**src/rtl/gbn_pkg.sv**
```systemverilog
`default_nettype none

package gbn_pkg;

	// input item kinds, carried on s_tuser
	typedef enum logic [1:0] {
		CMD_SEND    = 2'd0,
		CMD_ACK     = 2'd1,
		CMD_TIMEOUT = 2'd2,
		CMD_NONE    = 2'd3
	} cmd_t;

	// result events, carried on m_tuser
	localparam logic [2:0] EV_SENT    = 3'd0;
	localparam logic [2:0] EV_REFUSED = 3'd1;
	localparam logic [2:0] EV_ACKED   = 3'd2;
	localparam logic [2:0] EV_IGNORED = 3'd3;
	localparam logic [2:0] EV_RESENT  = 3'd4;

	// retransmission timer actions
	localparam logic [1:0] TMR_NONE    = 2'd0;
	localparam logic [1:0] TMR_START   = 2'd1;
	localparam logic [1:0] TMR_STOP    = 2'd2;
	localparam logic [1:0] TMR_RESTART = 2'd3;

	localparam logic [2:0] WIN_RESET   = 3'd4;
	localparam logic [2:0] MAX_RESULTS = 3'd7;

	typedef enum logic [1:0] {
		ST_IDLE,
		ST_READ,
		ST_EMIT
	} state_t;

	typedef struct packed {
		logic [2:0]  event_res;
		logic [2:0]  packet_seq;
		logic [63:0] packet_data;
		logic [1:0]  timer_action;
		logic [2:0]  window_base;
		logic [2:0]  next_sequence;
		logic        last;
	} result_t;

endpackage

`default_nettype wire

```
**src/rtl/go_back_n_sender_window.sv**
```systemverilog
`default_nettype none

// Go-back-N sender window. Send items (s_tuser 0) store their payload at the next
// sequence number and come back as one sent or refused result; acknowledgements
// (s_tuser 1) give one taken or ignored result; both are accepted whenever the
// output register is empty or being drained. A timer expiry (s_tuser 2) resends
// every outstanding packet oldest first, at most 7 results, each one read of the
// packet memory and then one load of the output register; s_tready is low until
// the last resent result is loaded. A timeout with nothing outstanding and the
// unused kind 3 give no result. Each item's final result carries m_tlast.
// window_size (APB address 0) is clamped to 1 .. SEQ_SPACE-1 and should be
// written only while the block is idle.
module go_back_n_sender_window #(
	parameter int SEQ_SPACE    = 8,
	parameter int PAYLOAD_BITS = 64
) (
	input  wire logic        clk,
	input  wire logic        arst_n,
	// stream in
	input  wire logic        s_tvalid,
	output logic             s_tready,
	input  wire logic [71:0] s_tdata,  // payload[63:0], ack_number[66:64], ack_intact[67]
	input  wire logic [1:0]  s_tuser,  // cmd[1:0]
	// stream out
	output logic             m_tvalid,
	input  wire logic        m_tready,
	output logic      [79:0] m_tdata,  // packet_seq[2:0], packet_data[66:3],
	                                   // timer_action[68:67], window_base[71:69],
	                                   // next_sequence[74:72]
	output logic      [2:0]  m_tuser,  // event_res[2:0]
	output logic             m_tlast,
	// configuration
	input  wire logic        psel,
	input  wire logic        penable,
	input  wire logic        pwrite,
	input  wire logic [2:0]  paddr,
	input  wire logic [31:0] pwdata,
	output logic      [31:0] prdata,
	output logic             pready
);
	import gbn_pkg::*;

	localparam int SW = $clog2(SEQ_SPACE);
	localparam int AW = (SW > 3) ? SW : 3;

	state_t state_q, state_d;

	logic [SW-1:0] base_q, next_q, idx_q;
	logic [2:0]    rem_q;
	logic [2:0]    win_q;
	logic          out_vld_q;
	result_t       res_q, res_d;
	logic          res_load;

	logic [PAYLOAD_BITS-1:0] mem [SEQ_SPACE];
	logic [PAYLOAD_BITS-1:0] rd_data_q;
	logic                    mem_we;

	cmd_t                    cmd;
	logic [PAYLOAD_BITS-1:0] payload;
	logic [2:0]              ack_number;
	logic                    ack_intact;

	logic [SW-1:0] cnt, next_inc, unit_a, unit_diff, unit_inc, ack_seq;
	logic [AW-1:0] win_eff, win_ext;
	logic          full, ack_ok, ack_in_win, out_free, acc;
	logic [2:0]    n_resend;

	assign cmd        = cmd_t'(s_tuser);
	assign payload    = s_tdata[PAYLOAD_BITS-1:0];
	assign ack_number = s_tdata[66:64];
	assign ack_intact = s_tdata[67];

	// outstanding count and next-number increment
	gbn_seq_unit #(.SEQ_SPACE(SEQ_SPACE)) u_cnt (
		.a    (next_q),
		.b    (base_q),
		.diff (cnt),
		.inc  (next_inc)
	);

	// shared by the ack check in idle and the resend walk
	assign ack_seq = SW'(AW'(ack_number));
	assign unit_a  = (state_q == ST_IDLE) ? ack_seq : idx_q;

	gbn_seq_unit #(.SEQ_SPACE(SEQ_SPACE)) u_walk (
		.a    (unit_a),
		.b    (base_q),
		.diff (unit_diff),
		.inc  (unit_inc)
	);

	assign win_ext    = AW'(win_q);
	assign win_eff    = (win_ext == '0) ? AW'(1) :
	                    ((win_ext > AW'(SEQ_SPACE - 1)) ? AW'(SEQ_SPACE - 1) : win_ext);
	assign full       = AW'(cnt) >= win_eff;
	assign ack_ok     = (AW+1)'(ack_number) < (AW+1)'(SEQ_SPACE);
	assign ack_in_win = ack_intact && ack_ok && (unit_diff < cnt);
	assign n_resend   = (cnt > 7) ? MAX_RESULTS : 3'(cnt);

	assign out_free = !out_vld_q || m_tready;
	assign s_tready = (state_q == ST_IDLE) && out_free;
	assign acc      = s_tvalid && s_tready;

	// next state
	always_comb begin
		state_d = state_q;
		unique case (state_q)
			ST_IDLE: begin
				if (acc && cmd == CMD_TIMEOUT && n_resend != '0) begin
					state_d = ST_READ;
				end
			end
			ST_READ: begin
				state_d = ST_EMIT;
			end
			ST_EMIT: begin
				if (out_free) begin
					state_d = (rem_q == 3'd1) ? ST_IDLE : ST_READ;
				end
			end
			default: begin
				state_d = ST_IDLE;
			end
		endcase
	end

	// result build and memory write
	always_comb begin
		res_load = 1'b0;
		mem_we   = 1'b0;
		res_d    = '0;
		res_d.window_base   = 3'(base_q);
		res_d.next_sequence = 3'(next_q);
		res_d.last          = 1'b1;
		unique case (state_q)
			ST_IDLE: begin
				if (acc) begin
					case (cmd)
						CMD_SEND: begin
							res_load = 1'b1;
							if (full) begin
								res_d.event_res = EV_REFUSED;
							end else begin
								mem_we               = 1'b1;
								res_d.event_res      = EV_SENT;
								res_d.packet_seq     = 3'(next_q);
								res_d.packet_data    = 64'(payload);
								res_d.timer_action   = (cnt == '0) ? TMR_START : TMR_NONE;
								res_d.next_sequence  = 3'(next_inc);
							end
						end
						CMD_ACK: begin
							res_load = 1'b1;
							if (ack_in_win) begin
								res_d.event_res    = EV_ACKED;
								res_d.window_base  = 3'(unit_inc);
								res_d.timer_action = (unit_inc == next_q) ? TMR_STOP : TMR_RESTART;
							end else begin
								res_d.event_res = EV_IGNORED;
							end
						end
						default: begin
							res_load = 1'b0;
						end
					endcase
				end
			end
			ST_EMIT: begin
				res_load           = out_free;
				res_d.event_res    = EV_RESENT;
				res_d.packet_seq   = 3'(idx_q);
				res_d.packet_data  = 64'(rd_data_q);
				res_d.timer_action = (rem_q == 3'd1) ? TMR_RESTART : TMR_NONE;
				res_d.last         = (rem_q == 3'd1);
			end
			default: begin
				res_load = 1'b0;
			end
		endcase
	end

	always_ff @(posedge clk or negedge arst_n) begin
		if (!arst_n) begin
			state_q   <= ST_IDLE;
			base_q    <= '0;
			next_q    <= '0;
			idx_q     <= '0;
			rem_q     <= '0;
			win_q     <= WIN_RESET;
			out_vld_q <= 1'b0;
		end else begin
			state_q <= state_d;
			if (psel && penable && pwrite && !paddr[2]) begin
				win_q <= pwdata[2:0];
			end
			if (mem_we) begin
				next_q <= next_inc;
			end
			if (state_q == ST_IDLE && acc && cmd == CMD_ACK && ack_in_win) begin
				base_q <= unit_inc;
			end
			if (state_q == ST_IDLE && acc && cmd == CMD_TIMEOUT) begin
				idx_q <= base_q;
				rem_q <= n_resend;
			end else if (state_q == ST_EMIT && out_free) begin
				idx_q <= unit_inc;
				rem_q <= rem_q - 3'd1;
			end
			if (res_load) begin
				out_vld_q <= 1'b1;
			end else if (m_tready) begin
				out_vld_q <= 1'b0;
			end
		end
	end

	always_ff @(posedge clk) begin
		if (res_load) begin
			res_q <= res_d;
		end
	end

	// packet memory: one write port, one registered read port
	always_ff @(posedge clk) begin
		if (mem_we) begin
			mem[next_q] <= payload;
		end
		rd_data_q <= mem[idx_q];
	end

	assign m_tvalid = out_vld_q;
	assign m_tuser  = res_q.event_res;
	assign m_tlast  = res_q.last;
	assign m_tdata  = {5'd0, res_q.next_sequence, res_q.window_base, res_q.timer_action,
	                   res_q.packet_data, res_q.packet_seq};

	assign pready = 1'b1;
	assign prdata = paddr[2] ? 32'd0 : {29'd0, win_q};

	// outstanding packets never exceed what one timeout can resend
	assert property (@(posedge clk) disable iff (!arst_n) cnt <= 7)
		else $error("outstanding count above seven");

	// the resend walk always has packets left
	assert property (@(posedge clk) disable iff (!arst_n)
		(state_q == ST_READ || state_q == ST_EMIT) |-> rem_q != '0)
		else $error("resend walk with nothing left");

	// a timeout with outstanding packets starts the resend walk
	assert property (@(posedge clk) disable iff (!arst_n)
		(acc && cmd == CMD_TIMEOUT && cnt != '0) |=> state_q == ST_READ)
		else $error("timeout did not start resend");

	// window state holds while packets are resent
	assert property (@(posedge clk) disable iff (!arst_n)
		(state_q != ST_IDLE) |=> $stable(base_q) && $stable(next_q))
		else $error("window moved during resend");

endmodule

`default_nettype wire

```
**src/rtl/gbn_seq_unit.sv**
```systemverilog
`default_nettype none

// modular sequence arithmetic: (a - b) mod space and (a + 1) mod space
module gbn_seq_unit #(
	parameter int SEQ_SPACE = 8
) (
	input  wire logic [$clog2(SEQ_SPACE)-1:0] a,
	input  wire logic [$clog2(SEQ_SPACE)-1:0] b,
	output logic      [$clog2(SEQ_SPACE)-1:0] diff,
	output logic      [$clog2(SEQ_SPACE)-1:0] inc
);
	localparam int SW = $clog2(SEQ_SPACE);

	logic [SW:0] wide;

	always_comb begin
		if (a >= b) begin
			wide = (SW+1)'(a) - (SW+1)'(b);
		end else begin
			wide = (SW+1)'(a) + (SW+1)'(SEQ_SPACE) - (SW+1)'(b);
		end
		diff = SW'(wide);
		inc  = (a == SW'(SEQ_SPACE - 1)) ? '0 : a + SW'(1);
	end

endmodule

`default_nettype wire

```
**config.mk**
```make
export PLATFORM = sky130hd
export DESIGN_NAME = go_back_n_sender_window
export DESIGN_NICKNAME = d
export VERILOG_FILES = /design/src/rtl/gbn_pkg.sv /design/src/rtl/go_back_n_sender_window.sv /design/src/rtl/gbn_seq_unit.sv
export SDC_FILE = /design/constraint.sdc
export NUM_CORES = 1
export LEC_CHECK = 0
export BUFFER_PORTS_ARGS = -buffer_cell sky130_fd_sc_hd__clkbuf_2
export CAP_MARGIN = 15
export CORE_UTILIZATION = 35
export CTS_CLUSTER_SIZE = 16
export DETAILED_ROUTE_END_ITERATION = 8
export GPL_TIMING_DRIVEN = 0
export SKIP_CTS_REPAIR_TIMING = 1
export SYNTH_ARGS = -nofsm -noshare
export SYNTH_HDL_FRONTEND = slang
export SYNTH_SLANG_ARGS = --single-unit
```
**constraint.sdc**
```tcl
create_clock -name clk -period 10.85 [get_ports clk]
set_input_delay 0.5425 -clock clk [delete_from_list [all_inputs] [get_ports clk]]
set_output_delay 0.5425 -clock clk [all_outputs]
set_load 0.02 [all_outputs]
```
==> flow_summary.yaml, run 1 <==
synthesis:
  yosysWarningCount: 0
  yosys.cell_types.count: 51
  syn-instance-count: 1160
  synth_area_um2: 25200
  number_of_synthesized_flops_with_an_enable_pin: 591
  synth_seq_area_share: 0.772
  postSynth.topFlopCell: "sky130_fd_sc_hd__edfxtp_1"
  synth_top_cell_by_area: "sky130_fd_sc_hd__edfxtp_1"
  yosys_top_cell_area_share: 0.703
  synth.avg_cell_area_um2: 21.8
  number_of_storage_elements_in_the_synthesis_netlist: 673
  synth_async_sr_flop_share: 0.0267
  largest_cells_by_area_after_synthesis: "sky130_fd_sc_hd__edfxtp_1, sky130_fd_sc_hd__mux4_2, sky130_fd_sc_hd__dfxtp_1, sky130_fd_sc_hd__mux2_2, sky130_fd_sc_hd__a22o_1"
power:
  internal-power_uw: 5370
  swShare: 0.282
  power_leakage_uw: 0.0103
  clock_power_share: 0.304
  power.net_switching_uw: 2110
  power.sequential.fraction: 0.445
  comb_power_share: 0.252
  design_power_total_uw: 7480
  cellPowerDensity_nw_per_um2: 247
  worst_voltage_drop_across_the_vdd_grid_mv: 0.135
finish:
  finalNetCount: 1603
  num-fill-cells: 6307
  areaGrowthSynthToFinish_pct: 19.7
  final_cell_mix: "sky130_fd_sc_hd__edfxtp_1, sky130_fd_sc_hd__clkbuf_2, sky130_fd_sc_hd__mux4_2, sky130_fd_sc_hd__mux2_2, sky130_fd_sc_hd__clkbuf_16"
  finish.cell_count_without_fillers: 2477
  final_layout_size_suffix_gt1_frac: 0.381
  final_common_cell: "sky130_fd_sc_hd__edfxtp_1"
floorplan:
  boundary_pin_count: 235
  initial_core_util: 0.354
  die_height_um: 271
  fp.coreArea_um2: 71400
  floorplan.die.width_um: 271
  core.rowCount: 98
  area_enclosed_by_the_die_boundary_um2: 73200
global_route:
  antenna_found_initial: 7
  grt_max_degree: 43
  globalRouteOverflowTotal: 0
  track_usage: 0.159
  grt_pass1_vias: 12736
  grt_first_pass_wirelength_um: 84600
outcome:
  outcome: "completed"
sta:
  timing.setup.tns_ns: 0
  period_minus_slack_ns: 5.56
  max_freq_ghz: 0.180
  rsz0062_at_grt: "false"
  setup_viol: 0
  timing.max_slew.rel_slack: 0.289
  whs_ns: 0.227
  worst-slew-pin-transition_ns: 1.07
  clock-skew-final_ns: 0.0159
  finalWorstSetupSlack_ns: 5.29
  timing_max_transition_violations_final: 0
  finalCritPeriodShare: 0.513
  timing_hold_violations_final: 0
critical_path:
  start_kind: "register"
  critical_path_required_ns: 11.14
  end_kind: "register"
  register_to_register_setup_slack_ns: 5.29
  cp.arrival_ns: 5.85
  crit_path_max_fo: 10
  critical_path_class: "register to register"
clock_network:
  htree_levels: 3
  cts_made_buffers: 70
  clk_pin_slew_worst_paths_ns: 0.06
  clockBufferDepth: 3
  clock_tree_from_tritoncts: "built"
  clock_sink_count: 673
  cts-root-buf: "sky130_fd_sc_hd__clkbuf_16"
  clock_latency_ns: 0.59
run:
  max-cap-violations: 0
routing:
  drc: 0
  drt-wirelength-per-cell_um: 23.2
  ant_nets: 0
  finalWirelength_um: 57500
  first_iter_violations: 842
  vias: 12085
  via_per_inst: 4.88
  drt_pass1_iterations: 5
placed_design:
  io_buffer_count: 164
  place_ws_ns: 5.25
  place_congestion: 0.728
  dp.cells: 2350
  place.detailed.hpwl_um: 37600
min_path:
  hold_path.class: "input port to register"
cell families after synthesis:
family	synth area share
buf+inv	0.0226
compound gates	0.0304
xor+xnor	0.00332
mux	0.150
other cells	0.000298
flops	0.772
simple gates	0.0136
fa+ha+maj	0.00754
cell type report:
type,count,area [um2],share of cell area
Inverter,16,60.1,0.00199
Sequential cell,673,19500,0.645
Clock inverter,22,179,0.00592
Timing Repair Buffer,208,1450,0.0479
Multi-Input combinational cell,412,5370,0.178
Antenna cell,1,2.50,0.0000828
Buffer,92,510,0.0169
Tap cell,950,1190,0.0393
Clock buffer,103,1980,0.0655
cell usage after synthesis, types with 10 or more instances:
library cell and n:
sky130_fd_sc_hd__dfxtp_1 64, sky130_fd_sc_hd__mux2_2 78, sky130_fd_sc_hd__inv_1 15, sky130_fd_sc_hd__nand2_1 14, sky130_fd_sc_hd__clkbuf_1 31, sky130_fd_sc_hd__buf_4 37
sky130_fd_sc_hd__nor2_1 10, sky130_fd_sc_hd__mux4_2 128, sky130_fd_sc_hd__dfrtp_1 17, sky130_fd_sc_hd__ha_1 12, sky130_fd_sc_hd__buf_2 21, sky130_fd_sc_hd__edfxtp_1 591
sky130_fd_sc_hd__a22o_1 65
critical path: stages, from the launching register on:
cell and delay [ns]:
sky130_fd_sc_hd__dfrtp_1 0.38, sky130_fd_sc_hd__clkbuf_1 0.27, sky130_fd_sc_hd__inv_1 0.24, sky130_fd_sc_hd__ha_1 0.18, sky130_fd_sc_hd__inv_1 0.05, sky130_fd_sc_hd__fa_1 0.36
sky130_fd_sc_hd__xnor2_1 0.49, sky130_fd_sc_hd__inv_1 0.10, sky130_fd_sc_hd__ha_1 0.34, sky130_fd_sc_hd__a2111oi_4 0.78, sky130_fd_sc_hd__buf_2 0.50, sky130_fd_sc_hd__nor3b_2 0.74
sky130_fd_sc_hd__buf_6 0.26, sky130_fd_sc_hd__buf_6 0.18, sky130_fd_sc_hd__buf_6 0.17, sky130_fd_sc_hd__buf_6 0.16
power groups by stage:
stage | sequential (uW) | clock [uW] | combinational, uW
2_1_floorplan | 3500 | 0 | 1160
3_3_place_gp | 3410 | 0 | 1860
3_5_place_dp | 3380 | 0 | 1920
4_1_cts | 3330 | 2330 | 1930
5_1_grt | 3360 | 2410 | 2040
6_report | 3320 | 2270 | 1880
per-layer routing:
| metal | track usage | vias up | part of all wire |
|---|---|---|---|
| li1 | - | 5320 | - |
| met1 | 0.212 | 6356 | 0.43 |
| met2 | 0.261 | 312 | 0.49 |
| met3 | 0.0389 | 83 | 0.055 |
| met4 | 0.0391 | 14 | 0.017 |
| met5 | 0 | - | 0.0016 |
metrics by stage:
| stage | cell area (um2) | util |
|---|---|---|
| finish | 30200 | 0.423 |
| global route | 30200 | 0.423 |
| CTS | 30200 | 0.423 |
| detailed placement | 28000 | 0.393 |
| global placement | 27400 | 0.384 |
| floorplan | 25400 | - |
registers in the layout, indices dropped and copies added, names as in the netlist, 3 cells and up:
| register | cells |
|---|---|
| win_ext | 3 |
| rem_q | 3 |
| rd_data_q | 64 |
| base_q | 3 |
| m_tdata | 75 |
| next_q | 3 |
| m_tuser | 3 |
| idx_q | 3 |
| mem | 512 |
final timing paths:
path,start,end,depth (start not counted)
worst max-delay path,next_q[0],mem[5][27],15
worst min-delay path,pwdata[1],win_ext[1],2
max in group asynchronous,arst_n,win_ext[2],2
worst min register to register,rd_data_q[7],m_tdata[10],1
worst max register to register,next_q[0],mem[5][27],15
min in group asynchronous,arst_n,next_q[0],2
Note: power is estimated with default switching activity, not from simulation.
==> run 2, diff against run 1 <==
Clock period 10.85 ns to 4.5 ns, I/O delays scaled along.
==> flow_summary.yaml, run 2 (synthesized netlist as in run 1, its figures left out) <==
routing:
  drc: 0
  ant_nets: 0
  vias: 12397
  finalWirelength_um: 57400
  via_per_inst: 4.88
  drt-wirelength-per-cell_um: 22.6
  drt_pass1_iterations: 5
  first_iter_violations: 1031
global_route:
  track_usage: 0.158
  grt_first_pass_wirelength_um: 84700
  antenna_found_initial: 5
  globalRouteOverflowTotal: 0
  grt_max_degree: 49
  grt_pass1_vias: 12845
floorplan:
  fp.coreArea_um2: 71400
  die_height_um: 271
  floorplan.die.width_um: 271
  core.rowCount: 98
  initial_core_util: 0.354
  boundary_pin_count: 235
  area_enclosed_by_the_die_boundary_um2: 73200
outcome:
  outcome: "completed"
finish:
  design_area_um2: 31300
  areaGrowthSynthToFinish_pct: 23.9
  finalNetCount: 1664
  num-fill-cells: 6177
  largest_register_ffs: 512
  sequential_cell_area_um2: 19500
  multi_input_area_um2: 5430
  final_common_cell: "sky130_fd_sc_hd__edfxtp_1"
  final_cell_mix: "sky130_fd_sc_hd__edfxtp_1, sky130_fd_sc_hd__clkbuf_2, sky130_fd_sc_hd__mux4_2, sky130_fd_sc_hd__mux2_2, sky130_fd_sc_hd__clkbuf_16"
  max_flop_register: "mem"
  final_layout_size_suffix_gt1_frac: 0.372
sta:
  setup_viol: 0
  finalCritPeriodShare: 0.925
  timing_max_transition_violations_final: 0
  rsz0062_at_grt: "false"
  clock-skew-final_ns: 0.0206
  timing.max_slew.rel_slack: 0.282
  max_freq_ghz: 0.240
  worst-slew-pin-transition_ns: 1.08
  timing.setup.tns_ns: 0
  period_minus_slack_ns: 4.16
  timing_hold_violations_final: 0
clock_network:
  clk_pin_slew_worst_paths_ns: 0.06
  clockBufferDepth: 3
  clock_tree_from_tritoncts: "built"
  htree_levels: 3
  cts-root-buf: "sky130_fd_sc_hd__clkbuf_16"
  clock_sink_count: 673
  cts_made_buffers: 71
  clock_latency_ns: 0.60
placed_design:
  place_congestion: 0.804
  place.detailed.hpwl_um: 37700
  io_buffer_count: 164
  postPlaceCellArea_um2: 28200
power:
  power.sequential.fraction: 0.433
  power.net_switching_uw: 5230
  internal-power_uw: 13300
  power_leakage_uw: 0.0107
  comb_power_share: 0.254
  worst_voltage_drop_across_the_vdd_grid_mv: 0.281
  clock_power_share: 0.313
  swShare: 0.282
  cellPowerDensity_nw_per_um2: 594
critical_path:
  crit_path_max_fo: 12
  crit_path_cell_trace: "clkbuf_8, inv_6, ha_4, inv_2, fa_2, ha_4, a21o_1, a2111oi_4, buf_4, buf_2, nor3b_4, buf_16, buf_8, buf_16"
  critical-path-slowest-cell: "sky130_fd_sc_hd__fa_2"
  critical_path_class: "register to register"
  start_kind: "register"
  cp.arrival_ns: 4.47
  register_to_register_setup_slack_ns: 0.34
  end_kind: "register"
  critical_path_required_ns: 4.80
  timing.critical_path.slowest_cell_delay_ns: 0.62
min_path:
  hold_path.class: "input port to register"
run:
  max-cap-violations: 0
## run 2: cell types whose count changed in the layout (fill, tap and decap cells not counted), moves of 4 or more
cell	previous run	this run
sky130_fd_sc_hd__buf_16	5	17
sky130_fd_sc_hd__buf_6	26	4
sky130_fd_sc_hd__buf_8	6	11
sky130_fd_sc_hd__clkbuf_1	57	50
sky130_fd_sc_hd__clkbuf_8	4	8
sky130_fd_sc_hd__clkinv_2	11	6
sky130_fd_sc_hd__dlygate4sd3_1	1	68
## run 2: through the flow
stage	setup slack (ns)	power (uW)	instances	hold slack, ns	util
3_5_place_dp	-0.294	12900	2342	0.237	0.396
4_1_cts	-0.325	18800	2471	-0.412	0.428
5_1_grt	0.0740	19400	2541	0.0153	0.438
3_3_place_gp	-3.06	12800	2307	0.217	0.385
6_report	0.335	18600	2541	0.00813	0.438
2_1_floorplan	-0.333	11300	1193	-0.0706	-
## run 2: final cells by class
class / instances / share of cell area
clock buffer: 105 / 0.0652
timing repair buffer: 270 / 0.0723
antenna: 1 / 0.0000800
clock inverter: 24 / 0.00900
multi-input combinational: 412 / 0.174
inverter: 16 / 0.00208
sequential: 673 / 0.623
tap: 950 / 0.0380
buffer: 90 / 0.0166
## run 2: path summary, 6_finish.rpt
kind / start / end / depth (start not counted)
worst min register to register: rd_data_q[14] / m_tdata[17] / 1
max in group asynchronous: arst_n / idx_q[0] / 2
worst min-delay path: s_tdata[3] / mem[1][3] / 1
min in group asynchronous: arst_n / base_q[1] / 2
worst max-delay path: next_q[0] / mem[5][30] / 14
worst max register to register: next_q[0] / mem[5][30] / 14
## run 2: layer usage
| metal | vias up | wire length [um] | GRT usage |
|---|---|---|---|
| met1 | 6485 | 25300 | 0.210 |
| met5 | - | 52 | 0 |
| li1 | 5455 | - | - |
| met3 | 83 | 3330 | 0.0404 |
| met2 | 366 | 27800 | 0.257 |
| met4 | 8 | 952 | 0.0430 |
## run 2: worst max-delay path, delay by kind of cell, from the launching register on
family                   cells  cell delay (ns)
adder cells (fa/ha/maj)      3             0.96
AO/OA/AOI/OAI                2             0.63
AND/OR/NAND/NOR              1             0.35
buffers and inverters        8             1.50
flip-flops                   1             0.39
## run 2: power groups by stage
stage / Combinational [uW] / Clock (uW) / Sequential [uW]
2_1_floorplan: 2910 / 0 / 8430
3_3_place_gp: 4630 / 0 / 8180
3_5_place_dp: 4780 / 0 / 8140
4_1_cts: 4810 / 5950 / 8020
5_1_grt: 5090 / 6170 / 8120
6_report: 4720 / 5810 / 8040
==> run 3, diff against run 2 <==
Settings changed: RECOVER_POWER set to 25.
==> flow_summary.yaml, run 3 (synthesized netlist as in run 1, its figures left out) <==
placed_design:
  io_buffer_count: 164
  place_congestion: 0.804
  place.detailed.hpwl_um: 37700
  dp.cells: 2342
global_route:
  antenna_found_initial: 5
  globalRouteOverflowTotal: 0
  grt_pass1_vias: 12845
  grt_first_pass_wirelength_um: 84700
  track_usage: 0.158
  grt_max_degree: 49
outcome:
  outcome: "completed"
routing:
  vias: 12394
  drt_pass1_iterations: 5
  via_per_inst: 4.88
  drc: 0
  drt-wirelength-per-cell_um: 22.6
  ant_nets: 0
  first_iter_violations: 1021
  finalWirelength_um: 57400
clock_network:
  clock_latency_ns: 0.60
  cts_made_buffers: 71
  clock_tree_from_tritoncts: "built"
  clk_pin_slew_worst_paths_ns: 0.06
  htree_levels: 3
  clockBufferDepth: 3
  cts-root-buf: "sky130_fd_sc_hd__clkbuf_16"
  clock_sink_count: 673
sta:
  clock-skew-final_ns: 0.0200
  timing.max_slew.rel_slack: 0.242
  period_minus_slack_ns: 4.17
  rsz0062_at_grt: "false"
  setup_viol: 0
  timing_max_transition_violations_final: 0
  worst-slew-pin-transition_ns: 1.14
  timing_hold_violations_final: 0
  max_freq_ghz: 0.240
  finalCritPeriodShare: 0.927
critical_path:
  r2r_start: "next_q[0]"
  critical-path-slowest-cell: "sky130_fd_sc_hd__fa_2"
  cp-startpoint: "next_q[0]"
  critical_path_class: "register to register"
  crit_path_max_fo: 12
  timing.critical_path.slowest_cell_delay_ns: 0.62
  end_kind: "register"
  crit_path_cell_trace: "clkbuf_8, inv_6, ha_4, inv_2, fa_2, ha_4, a21o_1, a2111oi_4, buf_4, buf_2, nor3b_4, buf_16, buf_8, buf_16"
  reg2reg_depth: 14
  start_kind: "register"
  cp.arrival_ns: 4.47
  critical_path_required_ns: 4.80
floorplan:
  floorplan.die.width_um: 271
  die_height_um: 271
  initial_core_util: 0.354
  fp.coreArea_um2: 71400
  area_enclosed_by_the_die_boundary_um2: 73200
  boundary_pin_count: 235
  core.rowCount: 98
power:
  cellPowerDensity_nw_per_um2: 594
  power_leakage_uw: 0.0106
  worst_voltage_drop_across_the_vdd_grid_mv: 0.279
  design_power_total_uw: 18600
finish:
  finish.utilization: 0.437
  largest_register_ffs: 512
  final_layout_size_suffix_gt1_frac: 0.343
  areaGrowthSynthToFinish_pct: 23.7
  finalNetCount: 1664
  finish.cell_count_without_fillers: 2542
  max_flop_register: "mem"
  final_common_cell: "sky130_fd_sc_hd__edfxtp_1"
  final_cell_mix: "sky130_fd_sc_hd__edfxtp_1, sky130_fd_sc_hd__mux4_2, sky130_fd_sc_hd__clkbuf_2, sky130_fd_sc_hd__clkbuf_1, sky130_fd_sc_hd__mux2_2"
min_path:
  holdCritStartpoint: "s_tuser[0]"
  hold_path.class: "input port to register"
  timing.hold.worst_path_depth: 2
run:
  max-cap-violations: 0
-- run 3: cell types whose count changed in the layout (fill, tap and decap cells not counted) --
cell,before,now
sky130_fd_sc_hd__clkbuf_2,166,120
sky130_fd_sc_hd__clkbuf_1,50,96
sky130_fd_sc_hd__diode_2,1,2
-- run 3: cell type report --
| type | instances | area, um2 |
|---|---|---|
| tap | 950 | 1190 |
| multi-input combinational | 412 | 5430 |
| timing repair buffer | 270 | 2200 |
| clock buffer | 105 | 2040 |
| buffer | 90 | 520 |
| sequential | 673 | 19500 |
| inverter | 16 | 65.1 |
| antenna | 2 | 5.00 |
| clock inverter | 24 | 282 |
| fill | 6179 | 40100 |
-- run 3: final timing paths --
kind                       slack [ns]     endpoint
max                              0.33   mem[5][30]
min                              0.06   m_tuser[0]
max reg2reg                      0.33   mem[5][30]
min reg2reg                      0.52  m_tdata[17]
max in group asynchronous        3.37     idx_q[0]
min in group asynchronous        0.37    base_q[1]
-- run 3: metrics by stage --
step / hold WS [ns] / setup TNS, ns / cell area, um2 / setup slack [ns]
after floorplan: -0.0706 / -27.81 / 25500 / -0.333
after global placement: 0.217 / -1141.71 / 27500 / -3.06
after detailed placement: 0.237 / -5.19 / 28200 / -0.294
after CTS: -0.412 / -6.57 / 30600 / -0.325
after global routing: 0.0561 / 0 / 31200 / 0.0740
final: 0.0649 / 0 / 31200 / 0.327
-- run 3: report_power, final --
| group | internal, uW | switching, uW | leakage, uW |
|---|---|---|---|
| Sequential | 7710 | 328 | 0.00613 |
| Combinational | 2140 | 2570 | 0.00334 |
| Clock | 3490 | 2320 | 0.00113 |
| Total | 13300 | 5220 | 0.0106 |
-- run 3: worst max-delay path, delay by kind of cell (launching register included) --
kind / cells / cell delay (ns)
simple gates: 1 / 0.35
flops: 1 / 0.39
buf+inv: 8 / 1.51
compound gates: 2 / 0.63
fa+ha+maj: 3 / 0.96
-- run 3: metal layers --
metal | routed length [um] | global-route usage | vias up | part of all wire
met5 | 52 | 0 | - | 0.00091
met4 | 941 | 0.0430 | 8 | 0.016
met3 | 3140 | 0.0404 | 81 | 0.055
met2 | 27900 | 0.257 | 338 | 0.49
met1 | 25400 | 0.210 | 6511 | 0.44
li1 | - | - | 5456 | -
